===== src/rtl/core/bba_pkg.sv =====
package bba_pkg;

  localparam int MAX_BLOCK_COUNT_DEF = 2048;

  localparam int CNT_W  = 12;
  localparam int IDX_W  = 11;
  localparam int ST_W   = 2;
  localparam int WORD_W = 32;
  localparam int BIT_W  = 5;

  localparam int APB_AW = 3;
  localparam int APB_DW = 32;

  localparam logic REG_NUM_BLOCKS = 1'b0;
  localparam logic [CNT_W-1:0] NUM_BLOCKS_RST = 12'd2048;

  localparam logic OP_ALLOC = 1'b0;
  localparam logic OP_FREE  = 1'b1;

  localparam logic [ST_W-1:0] ST_OK           = 2'd0;
  localparam logic [ST_W-1:0] ST_NO_FREE      = 2'd1;
  localparam logic [ST_W-1:0] ST_INVALID      = 2'd2;
  localparam logic [ST_W-1:0] ST_ALREADY_FREE = 2'd3;

  typedef struct packed {
    logic             found;
    logic [BIT_W-1:0] pos;
  } ffz_res_t;

endpackage


===== src/rtl/core/bba_ram.sv =====
module bba_ram #(
  parameter int WIDTH = 32,
  parameter int DEPTH = 64
) (
  input  logic                                   clk,
  input  logic                                   we,
  input  logic [(DEPTH > 1 ? $clog2(DEPTH) : 1)-1:0] waddr,
  input  logic [WIDTH-1:0]                       wdata,
  input  logic [(DEPTH > 1 ? $clog2(DEPTH) : 1)-1:0] raddr,
  output logic [WIDTH-1:0]                       rdata
);

  logic [WIDTH-1:0] mem [DEPTH];

  always_ff @(posedge clk) begin
    if (we) begin
      mem[waddr] <= wdata;
    end
    rdata <= mem[raddr];
  end

endmodule


===== src/rtl/core/bba_ffz.sv =====
module bba_ffz (
  input  logic [bba_pkg::WORD_W-1:0] word,
  input  logic                       last,
  input  logic [bba_pkg::BIT_W-1:0]  lim,
  output bba_pkg::ffz_res_t          res
);

  logic [bba_pkg::WORD_W-1:0] avail;

  always_comb begin
    for (int b = 0; b < bba_pkg::WORD_W; b++) begin
      avail[b] = !word[b] && (!last || (bba_pkg::BIT_W'(b) <= lim));
    end
    res.found = |avail;
    res.pos   = '0;
    for (int b = bba_pkg::WORD_W - 1; b >= 0; b--) begin
      if (avail[b]) begin
        res.pos = bba_pkg::BIT_W'(b);
      end
    end
  end

endmodule


===== src/rtl/core/bitmap_block_allocator.sv =====
// Allocate: map words are scanned from word 0 up; the lowest free block is granted,
//   or no free block is reported once the last 32-bit map word holds none.
// Free: map word read, then bit cleared if set; invalid index or zero block count: result without a map access.
// One item at a time; in_stall is high from accept until the result is registered.
// Reset: synchronous; a clearing pass writes ceil(MAX_BLOCK_COUNT/32) map words
//   (64 at the default depth) with in_stall high.
module bitmap_block_allocator #(
  parameter int MAX_BLOCK_COUNT = bba_pkg::MAX_BLOCK_COUNT_DEF
) (
  input  logic                        clk,
  input  logic                        rst,
  input  logic                        in_valid,
  output logic                        in_stall,
  input  logic                        opcode,
  input  logic [bba_pkg::IDX_W-1:0]   block_index,
  output logic                        out_valid,
  input  logic                        out_stall,
  output logic [bba_pkg::ST_W-1:0]    status,
  output logic [bba_pkg::IDX_W-1:0]   granted_index,
  output logic [bba_pkg::CNT_W-1:0]   used_blocks,
  output logic [bba_pkg::CNT_W-1:0]   free_count,
  input  logic                        psel,
  input  logic                        penable,
  input  logic                        pwrite,
  input  logic [bba_pkg::APB_AW-1:0]  paddr,
  input  logic [bba_pkg::APB_DW-1:0]  pwdata,
  output logic [bba_pkg::APB_DW-1:0]  prdata,
  output logic                        pready
);

  localparam int Words = (MAX_BLOCK_COUNT + bba_pkg::WORD_W - 1) / bba_pkg::WORD_W;
  localparam int WaW   = (Words > 1) ? $clog2(Words) : 1;
  localparam int MaxW  = $clog2(MAX_BLOCK_COUNT + 1);
  localparam int ExtW  = (MaxW > bba_pkg::CNT_W) ? MaxW : bba_pkg::CNT_W;
  localparam int CW    = bba_pkg::CNT_W;
  localparam int BW    = bba_pkg::BIT_W;

  localparam logic [2:0] S_CLEAR = 3'd0;
  localparam logic [2:0] S_IDLE  = 3'd1;
  localparam logic [2:0] S_SCAN  = 3'd2;
  localparam logic [2:0] S_FEV   = 3'd3;
  localparam logic [2:0] S_DONE  = 3'd4;

  logic [2:0]                    state, state_next;
  logic [CW-1:0]                 nb;
  logic [CW-1:0]                 used_total, used_total_next;
  logic [WaW-1:0]                ptr, ptr_next;
  logic [WaW-1:0]                eval_ptr, eval_ptr_next;
  logic                          eval_vld, eval_vld_next;
  logic [WaW-1:0]                clr_ptr, clr_ptr_next;
  logic [bba_pkg::IDX_W-1:0]     op_idx, op_idx_next;
  logic [bba_pkg::ST_W-1:0]      res_status, res_status_next;
  logic [bba_pkg::IDX_W-1:0]     res_grant, res_grant_next;
  logic                          out_valid_next;

  logic                          we;
  logic [WaW-1:0]                waddr, raddr;
  logic [bba_pkg::WORD_W-1:0]    wdata, rdata;

  logic [CW-1:0]                 n, n_m1;
  logic [WaW-1:0]                last_word;
  logic [WaW-1:0]                op_word;
  logic [BW-1:0]                 op_bit;
  bba_pkg::ffz_res_t             ffz;
  logic                          cfg_we;

  assign n = (ExtW'(nb) > ExtW'(MAX_BLOCK_COUNT)) ? CW'(MAX_BLOCK_COUNT) : nb;
  assign n_m1      = n - CW'(1);
  assign last_word = WaW'(n_m1 >> BW);
  assign op_word   = WaW'(op_idx >> BW);
  assign op_bit    = op_idx[BW-1:0];

  assign in_stall = (state != S_IDLE);

  assign pready = 1'b1;
  assign cfg_we = psel && penable && pwrite && pready
                  && (paddr[2] == bba_pkg::REG_NUM_BLOCKS);
  assign prdata = (paddr[2] == bba_pkg::REG_NUM_BLOCKS)
                  ? bba_pkg::APB_DW'(nb) : '0;

  bba_ram #(
    .WIDTH (bba_pkg::WORD_W),
    .DEPTH (Words)
  ) u_map (
    .clk   (clk),
    .we    (we),
    .waddr (waddr),
    .wdata (wdata),
    .raddr (raddr),
    .rdata (rdata)
  );

  bba_ffz u_ffz (
    .word (rdata),
    .last (eval_ptr == last_word),
    .lim  (n_m1[BW-1:0]),
    .res  (ffz)
  );

  always_comb begin
    state_next      = state;
    used_total_next = used_total;
    ptr_next        = ptr;
    eval_ptr_next   = eval_ptr;
    eval_vld_next   = eval_vld;
    clr_ptr_next    = clr_ptr;
    op_idx_next     = op_idx;
    res_status_next = res_status;
    res_grant_next  = res_grant;
    out_valid_next  = out_valid && out_stall;
    we              = 1'b0;
    waddr           = clr_ptr;
    wdata           = '0;
    raddr           = ptr;
    case (state)
      S_CLEAR: begin
        we           = 1'b1;
        clr_ptr_next = clr_ptr + WaW'(1);
        if (clr_ptr == WaW'(Words - 1)) begin
          state_next = S_IDLE;
        end
      end
      S_IDLE: begin
        if (in_valid) begin
          op_idx_next     = block_index;
          res_grant_next  = '0;
          res_status_next = bba_pkg::ST_OK;
          if (opcode == bba_pkg::OP_ALLOC) begin
            if (n == '0) begin
              res_status_next = bba_pkg::ST_NO_FREE;
              state_next      = S_DONE;
            end else begin
              ptr_next      = '0;
              eval_vld_next = 1'b0;
              state_next    = S_SCAN;
            end
          end else begin
            if ({1'b0, block_index} >= n) begin
              res_status_next = bba_pkg::ST_INVALID;
              state_next      = S_DONE;
            end else begin
              raddr      = WaW'(block_index >> BW);
              state_next = S_FEV;
            end
          end
        end
      end
      S_SCAN: begin
        ptr_next      = ptr + WaW'(1);
        eval_ptr_next = ptr;
        eval_vld_next = 1'b1;
        if (eval_vld) begin
          if (ffz.found) begin
            we              = 1'b1;
            waddr           = eval_ptr;
            wdata           = rdata | (bba_pkg::WORD_W'(1) << ffz.pos);
            used_total_next = used_total + CW'(1);
            res_status_next = bba_pkg::ST_OK;
            res_grant_next  = bba_pkg::IDX_W'({eval_ptr, ffz.pos});
            state_next      = S_DONE;
          end else if (eval_ptr == last_word) begin
            res_status_next = bba_pkg::ST_NO_FREE;
            state_next      = S_DONE;
          end
        end
      end
      S_FEV: begin
        if (rdata[op_bit]) begin
          we    = 1'b1;
          waddr = op_word;
          wdata = rdata & ~(bba_pkg::WORD_W'(1) << op_bit);
          if (used_total != '0) begin
            used_total_next = used_total - CW'(1);
          end
          res_status_next = bba_pkg::ST_OK;
        end else begin
          res_status_next = bba_pkg::ST_ALREADY_FREE;
        end
        state_next = S_DONE;
      end
      S_DONE: begin
        if (!out_valid || !out_stall) begin
          out_valid_next = 1'b1;
          state_next     = S_IDLE;
        end
      end
      default: begin
        state_next = S_IDLE;
      end
    endcase
  end

  always_ff @(posedge clk) begin
    if (rst) begin
      state      <= S_CLEAR;
      clr_ptr    <= '0;
      used_total <= '0;
      nb         <= bba_pkg::NUM_BLOCKS_RST;
      out_valid  <= 1'b0;
      eval_vld   <= 1'b0;
    end else begin
      state      <= state_next;
      clr_ptr    <= clr_ptr_next;
      used_total <= used_total_next;
      out_valid  <= out_valid_next;
      eval_vld   <= eval_vld_next;
      if (cfg_we) begin
        nb <= pwdata[CW-1:0];
      end
    end
  end

  always_ff @(posedge clk) begin
    ptr        <= ptr_next;
    eval_ptr   <= eval_ptr_next;
    op_idx     <= op_idx_next;
    res_status <= res_status_next;
    res_grant  <= res_grant_next;
    if (state == S_DONE && (!out_valid || !out_stall)) begin
      status        <= res_status;
      granted_index <= res_grant;
      used_blocks   <= used_total;
      free_count    <= (n > used_total) ? (n - used_total) : '0;
    end
  end

endmodule


===== config.mk =====
export PLATFORM = sky130hd
export DESIGN_NAME = bitmap_block_allocator
export DESIGN_NICKNAME = d
export VERILOG_FILES = /design/src/rtl/core/bba_pkg.sv /design/src/rtl/core/bba_ram.sv /design/src/rtl/core/bba_ffz.sv /design/src/rtl/core/bitmap_block_allocator.sv
export SDC_FILE = /design/constraint.sdc
export NUM_CORES = 2
export LEC_CHECK = 0
export BUFFER_PORTS_ARGS = -buffer_cell sky130_fd_sc_hd__clkbuf_2
export CAP_MARGIN = 30
export CELL_PAD_IN_SITES_DETAIL_PLACEMENT = 1
export CELL_PAD_IN_SITES_GLOBAL_PLACEMENT = 1
export CORE_AREA = 2 2 358 449
export CTS_CLUSTER_DIAMETER = 50
export CTS_CLUSTER_SIZE = 20
export DETAILED_ROUTE_END_ITERATION = 10
export DIE_AREA = 0 0 360 451
export GPL_TIMING_DRIVEN = 0
export MAX_ROUTING_LAYER = met4
export PLACE_DENSITY = 0.8
export SYNTH_ARGS = -nofsm -noshare
export SYNTH_HDL_FRONTEND = slang
export SYNTH_HIERARCHICAL = 1
export SYNTH_SLANG_ARGS = --single-unit

===== constraint.sdc =====
create_clock -name clk -period 15.59 [get_ports clk]
set_input_delay 3.118 -clock clk [delete_from_list [all_inputs] [get_ports clk]]
set_output_delay 3.118 -clock clk [all_outputs]
set_load 0.02 [all_outputs]

# Word level (Yosys, flattened, before mapping)
# Memory sizes are Yosys's and may differ from the RTL's. A register that Yosys moved wholly into a read port is not among the register bits.
# Cells that the tools add are included.
[word_totals]
regBits = 108
ramBits = 2048
in_bits = 54
out_inout_bits = 72
word_cells = 291
mem_count = 1
[mem_list]
columns = ["name", "words", "word_bits", "read_ports", "rd_clocked_by_memory_dff", "write_ports", "line", "source"]
rows = [
  ["u_map.mem", 64, 32, 1, 1, 1, "bba_ram.sv:13", "logic [WIDTH-1:0] mem [DEPTH];"],
]
[op_classes]
addsub = 6
order_cmp = 36
n_eq_ne = 17
shift = 2
mux = 92
bitwise_logic = 4
reduce_logical = 118
[op_table]
columns = ["cell", "count"]
rows = [
  ["$mux 5", 32],
  ["$mux 32", 3],
  ["$le 5x5->1 const A", 16],
  ["$mux 12", 6],
  ["$pmux 32 s2", 1],
  ["$shl 1x5->32 const A", 2],
  ["$mux 6", 10],
  ["$le 4x5->1 const A", 8],
  ["$logic_and 1x1->1", 37],
  ["$logic_not 1->1", 35],
  ["$logic_or 1x1->1", 33],
  ["$mux 11", 3],
  ["$and 32x32->32", 1],
  ["$not 32->32", 1],
  ["$or 32x32->32", 1],
  ["$reduce_or 32->1", 1],
  ["$mux 3", 9],
  ["$pmux 12 s2", 1],
  ["$pmux 6 s2", 2],
  ["$pmux 11 s2", 1],
  ["$le 3x5->1 const A", 4],
  ["$ne 2x2->1 const B", 8],
  ["$pmux 3 s5", 1],
  ["$mux 2", 7],
  ["33 further kinds", 52],
]

# Longest topological paths before layout
[depth]
word_depth = 44
ltp_mapped = 27
ltp_nobuf = 23

# By module
# The synthesis kept the hierarchy.
[by_module_without_submodules]
columns = ["mod", "instances", "cells_each", "area_per_inst_um2", "seq_area_each_um2"]
rows = [
  ["bba_ram", 1, 3324, 78520.3, 62139.6],
  ["bitmap_block_allocator", 1, 761, 6959.2, 2892.8],
  ["bba_ffz", 1, 166, 1064.8, 0.0],
]

# Least setup slack after synthesis
# OpenSTA, ideal clock, no wires.
[synth_timing]
kind = "register to register"
startpoint = "register nb[11]"
endpoint = "memory u_map.mem[48][0], enable pin"
setup_ps = 461
arrival_ps = 6785
setup_slack_ps = 8344
path_stages_with_launch = 24
path_buffers = 3
synth_period_minus_slack_ps = 7246
path_cell_list = "dfxtp_1 > inv_1 > buf_1 > nand2_1 > ha_1 > nor2_1 > o21ai_0 > a221o_1 > nor3_2 > and3_1 > buf_4 > nor3b_2 > a21oi_1 > o41ai_2 > nor3b_2 > nand2_1 > nand2_1 > nor2_1 > a222oi_1 > inv_1 > clkbuf_1 > nor2b_1 > nand4b_1 > nor3_1"
[synth_rtl]
columns = ["element", "line", "source"]
rows = [
  ["start, declared", "bitmap_block_allocator.sv:45", "logic [CW-1:0] nb;"],
  ["start signal, assigned", "bitmap_block_allocator.sv:198", "nb <= bba_pkg::NUM_BLOCKS_RST;"],
  ["start signal, assigned", "bitmap_block_allocator.sv:208", "nb <= pwdata[CW-1:0];"],
  ["end, declared", "bba_ram.sv:13", ""],
]

==> results.md <==
| Parameter | This run |
| --- | --- |
| Detailed-route vias per instance | 7.18 |
| FF-to-FF path depth | 23 |
| Commonest non-fill, non-tap cells in the layout | edfxtp_1 (2121), mux4_2 (552), clkbuf_16 (157) |
| Final Hold Fails | 0 |
| Maximum number of pins on one net before global-route repair | 49 |
| Hold Buf Count CTS | 0 |
| Initial DRC count | 8393 |
| Post-route antenna net violation count | 0 |
| Mean post-synth cell area | 20.4 sq um |
| Clock-pin slew on the worst setup and hold paths | 70 ps |
| Sequential element share of the synthesized area | 75.1% |
| Count of unique library cells instantiated by Yosys | 84 |
| Adder and majority gate portion of the synthesized area | 0.604% |
| Routed wire length | 298000 microns |
| Dpl cell area | 93500 sq um |
| Antenna violations before repair | 15 |
| Pins Over Slew Limit | 0 |
| First-pass detailed-route iteration total | 6 |
| Quantity of gates resized following cts | 0 |
| Startpoint type of the worst setup path | register |
| HPWL after DPL | 198000 microns |
| Minimum setup slack among reg-to-reg paths | 5760 ps |
| Mux share of post-synthesis cell area | 15.6% |
| Critical R2R Capture | u_map/mem[46][12]$_DFFE_PP_ |
| Filler-free cell count of the finished design | 6888 |
| Most common library cell in the layout ignoring fill and taps | edfxtp_1 |
| Global placer's final weighted congestion | 0.993 |
| Cell count after synthesis | 4251 |
| Crit Reg-Reg Startpoint | nb[11]$_SDFFE_PP1P_ |
| Number of enable flip-flop cells after synthesis | 2121 |
| Endpoint required time on the critical path | 16120 ps |
| Count of H-tree levels built during CTS | 4 |
| Final Cell Area | 99000 sq um |
| Worst-Skew Late Latency | 870 ps |
| Top achievable clock speed | 0.102 GHz |
| Total Routing Usage GR | 38.3% |
| I/O Buffers | 81 |
| Layout area overhead | 14.4% |
| Worst-case hold path end point | granted_index[5]$_DFFE_PP_ |
| Routed len/inst | 43.3 microns |
| Placeable core area | 159000 sq um |
| Setup total negative slack | 0 ps |
| Number of placement rows | 164 |
| Worst min-delay path category | register to register |
| Total number of vias | 49500 |
| Pwr Density | 109 nW/um^2 |
| Number of warnings printed during yosys synthesis | 6 |
| Simple logic cell fraction of the synthesized area | 3.06% |
| Setup repair after global routing missed its margin | no |
| Run status | completed |
| Number of DRC violations after detailed routing | 0 |
| Synthesized-area fraction occupied by ao, oa, aoi and oai cells | 3.61% |
| Via count of the first global-routing pass | 50000 |
| Synth Area in XOR/XNOR | 0.314% |
| Number of nets at the end of the flow | 4779 |
| Relative slew slack | 16.9% |
| Fraction of registers with async set/reset | 0% |
| Die X-Extent | 360 microns |
| Part of the cycle the worst path needs | 63.1% |
| DP Cell Count | 6587 |
| Data arrival time at the worst-slack endpoint | 10360 ps |
| Combinational family with the most area after synthesis | multiplexers |
| Worst min-delay path startpoint | res_grant[5]$_SDFFCE_PN0P_ |
| Number of synthesized register bits | 2188 |
| Critical path class | register to register |
| Starting utilization of the core area | 54.6% |
| Slew of the pin with the lowest slew margin | 1250 ps |
| I/O Pins | 126 |
| Cell area after technology mapping | 86500 sq um |
| Max Cap Viol | 0 |
| Number of buffers added by the clock tree synthesis step | 156 |
| Gr ovfl total | 0 |
| Worst hold path stage count | 0 |
| Root Driver | clkbuf_16 |
| Final setup viols | 0 |
| Die outline area | 162000 sq um |
| Wire length of the first global-routing pass | 409000 microns |
| # Post-CTS Setup Buffers | 0 |
| Die Span Y | 451 microns |
| Clock tree from TritonCTS | yes |
| Critical Path Sink Type | register |
| Worst ir drop on vdd | 108 uV |
| Minimum period implied by the final worst setup slack | 9830 ps |
| TritonCTS Sinks | 2188 |
| CTS max path bufs | 3 |
| Critical Path Fanout Max | 18 |
| Clock skew after layout | 51.9 ps |
| Standby leakage power | 34.5 nW |
| Fraction of final layout cells sized beyond drive strength 1 | 27.4% |
| Prevailing post-synth register cell | edfxtp_1 |
[synth_stat cells (11+ instances only)]
library cell  count  share of area [%]
edfxtp_1       2121                 74
mux4_2          552                 14
nor2_1          218               0.95
a21oi_1         188                1.1
nand2_1         104               0.45
mux2i_1         100                1.2
clkbuf_1         96               0.42
o22ai_1          88               0.64
dfxtp_1          67                1.5
o21ai_0          62               0.36
buf_2            60               0.35
buf_4            52               0.45
inv_1            49               0.21
nor2b_1          43               0.31
ha_1             37               0.53
nor3_1           32               0.19
o221ai_1         30               0.30
nand3_1          29               0.17
buf_1            26               0.11
and3_1           25               0.18
nand2b_1         24               0.17
xor2_1           17               0.17
a22oi_1          14               0.12
xnor2_1          14               0.14
a311oi_1         11               0.11
nand4_1          11              0.080
[through the flow]
| step | worst slack (ps) | utilization (%) | hold WS (ps) | power [W] |
|---|---|---|---|---|
| 3_5_place_dp | 6240 | 59.0 | 405 | 0.00665 |
| 2_1_floorplan | 8340 | - | 400 | 0.00658 |
| 6_report | 5760 | 62.4 | 422 | 0.0108 |
| 3_3_place_gp | 2950 | 56.5 | 404 | 0.00663 |
| 4_1_cts | 6110 | 62.2 | 423 | 0.0108 |
| 5_1_grt | 5700 | 62.4 | 430 | 0.0110 |
[power by group]
part	switching, W	leakage [nW]	internal (W)
clock	0.00219	2.51	0.00211
sequential	0.0000289	22.2	0.00637
combinational	0.0000786	9.76	0.0000383
[worst max path at each step]
stage / from / to / slack (ps) / cells past startpoint
2_1_floorplan: nb[11]$_SDFFE_PP1P_ / u_map/mem[48][0]$_DFFE_PP_ / 8340 / 23
3_3_place_gp: nb[11]$_SDFFE_PP1P_ / u_map/mem[48][22]$_DFFE_PP_ / 2950 / 21
3_5_place_dp: nb[11]$_SDFFE_PP1P_ / u_map/mem[46][16]$_DFFE_PP_ / 6240 / 23
4_1_cts: nb[11]$_SDFFE_PP1P_ / u_map/mem[46][12]$_DFFE_PP_ / 6110 / 23
5_1_grt: nb[11]$_SDFFE_PP1P_ / u_map/mem[46][12]$_DFFE_PP_ / 5700 / 23
6_report: nb[11]$_SDFFE_PP1P_ / u_map/mem[46][12]$_DFFE_PP_ / 5760 / 23
[logic make-up (layout without fill, tap and decap cells)]
| group | after synthesis | after routing |
|---|---|---|
| DFF | 2188 | 2188 |
| muxes | 658 | 658 |
| and+or+nand+nor | 547 | 547 |
| AOI/OAI and AO/OA | 492 | 492 |
| buffers and inverters | 292 | 821 |
| adders and majority gates | 41 | 41 |
| xor gates and xnor gates | 31 | 31 |
| other | 2 | 35 |
[per-layer routing]
metal	vias to the layer above	global-route usage [%]	wire (microns)
li1	18500	-	-
met1	25500	43.9	91800
met2	4334	58.7	141000
met3	1201	9.54	36800
met4	0	28.7	28900
met5	-	-	0
[flip-flops by register name, indices dropped and copies added, names as in the netlist]
| signal | cells |
|---|---|
| u_map/mem | 2048 |
| u_map/rdata | 32 |
| free_count | 12 |
| nb | 12 |
| used_blocks | 12 |
| used_total | 12 |
| granted_index | 11 |
| op_idx | 11 |
| res_grant | 11 |
| clr_ptr | 6 |
| eval_ptr | 6 |
| ptr | 6 |
| state | 3 |
| res_status | 2 |
| status | 2 |
| eval_vld | 1 |
| out_valid | 1 |
[worst max-delay path, cell delays in order (launching register included)]
cell and delay [ps]:
dfxtp_1 400, inv_1 200, buf_1 430, nand2_1 580, ha_1 530, nor2_1 230, o21ai_0 120, a221o_1 330
nor3_2 190, and3_1 300, buf_4 210, nor3b_2 450, a21oi_1 220, o41ai_2 570, nor3b_2 290, nand2_1 250
nand2_1 210, nor2_1 240, a222oi_1 830, inv_1 380, nor2b_1 420, nand3_1 720, nor2_4 1120, buf_16 260
[final cells by class]
class	instances	area, sq um
plain buffers	243	1250
clock inverters	103	1200
clock buffers	168	4000
diodes	14	35.0
repair buffers	258	3670
inverters	49	184
flip-flops and latches	2188	65000
fillers	13100	59600
multi-input cells	1790	21000
well taps	2075	2600
(Power assumes the default switching activity.)
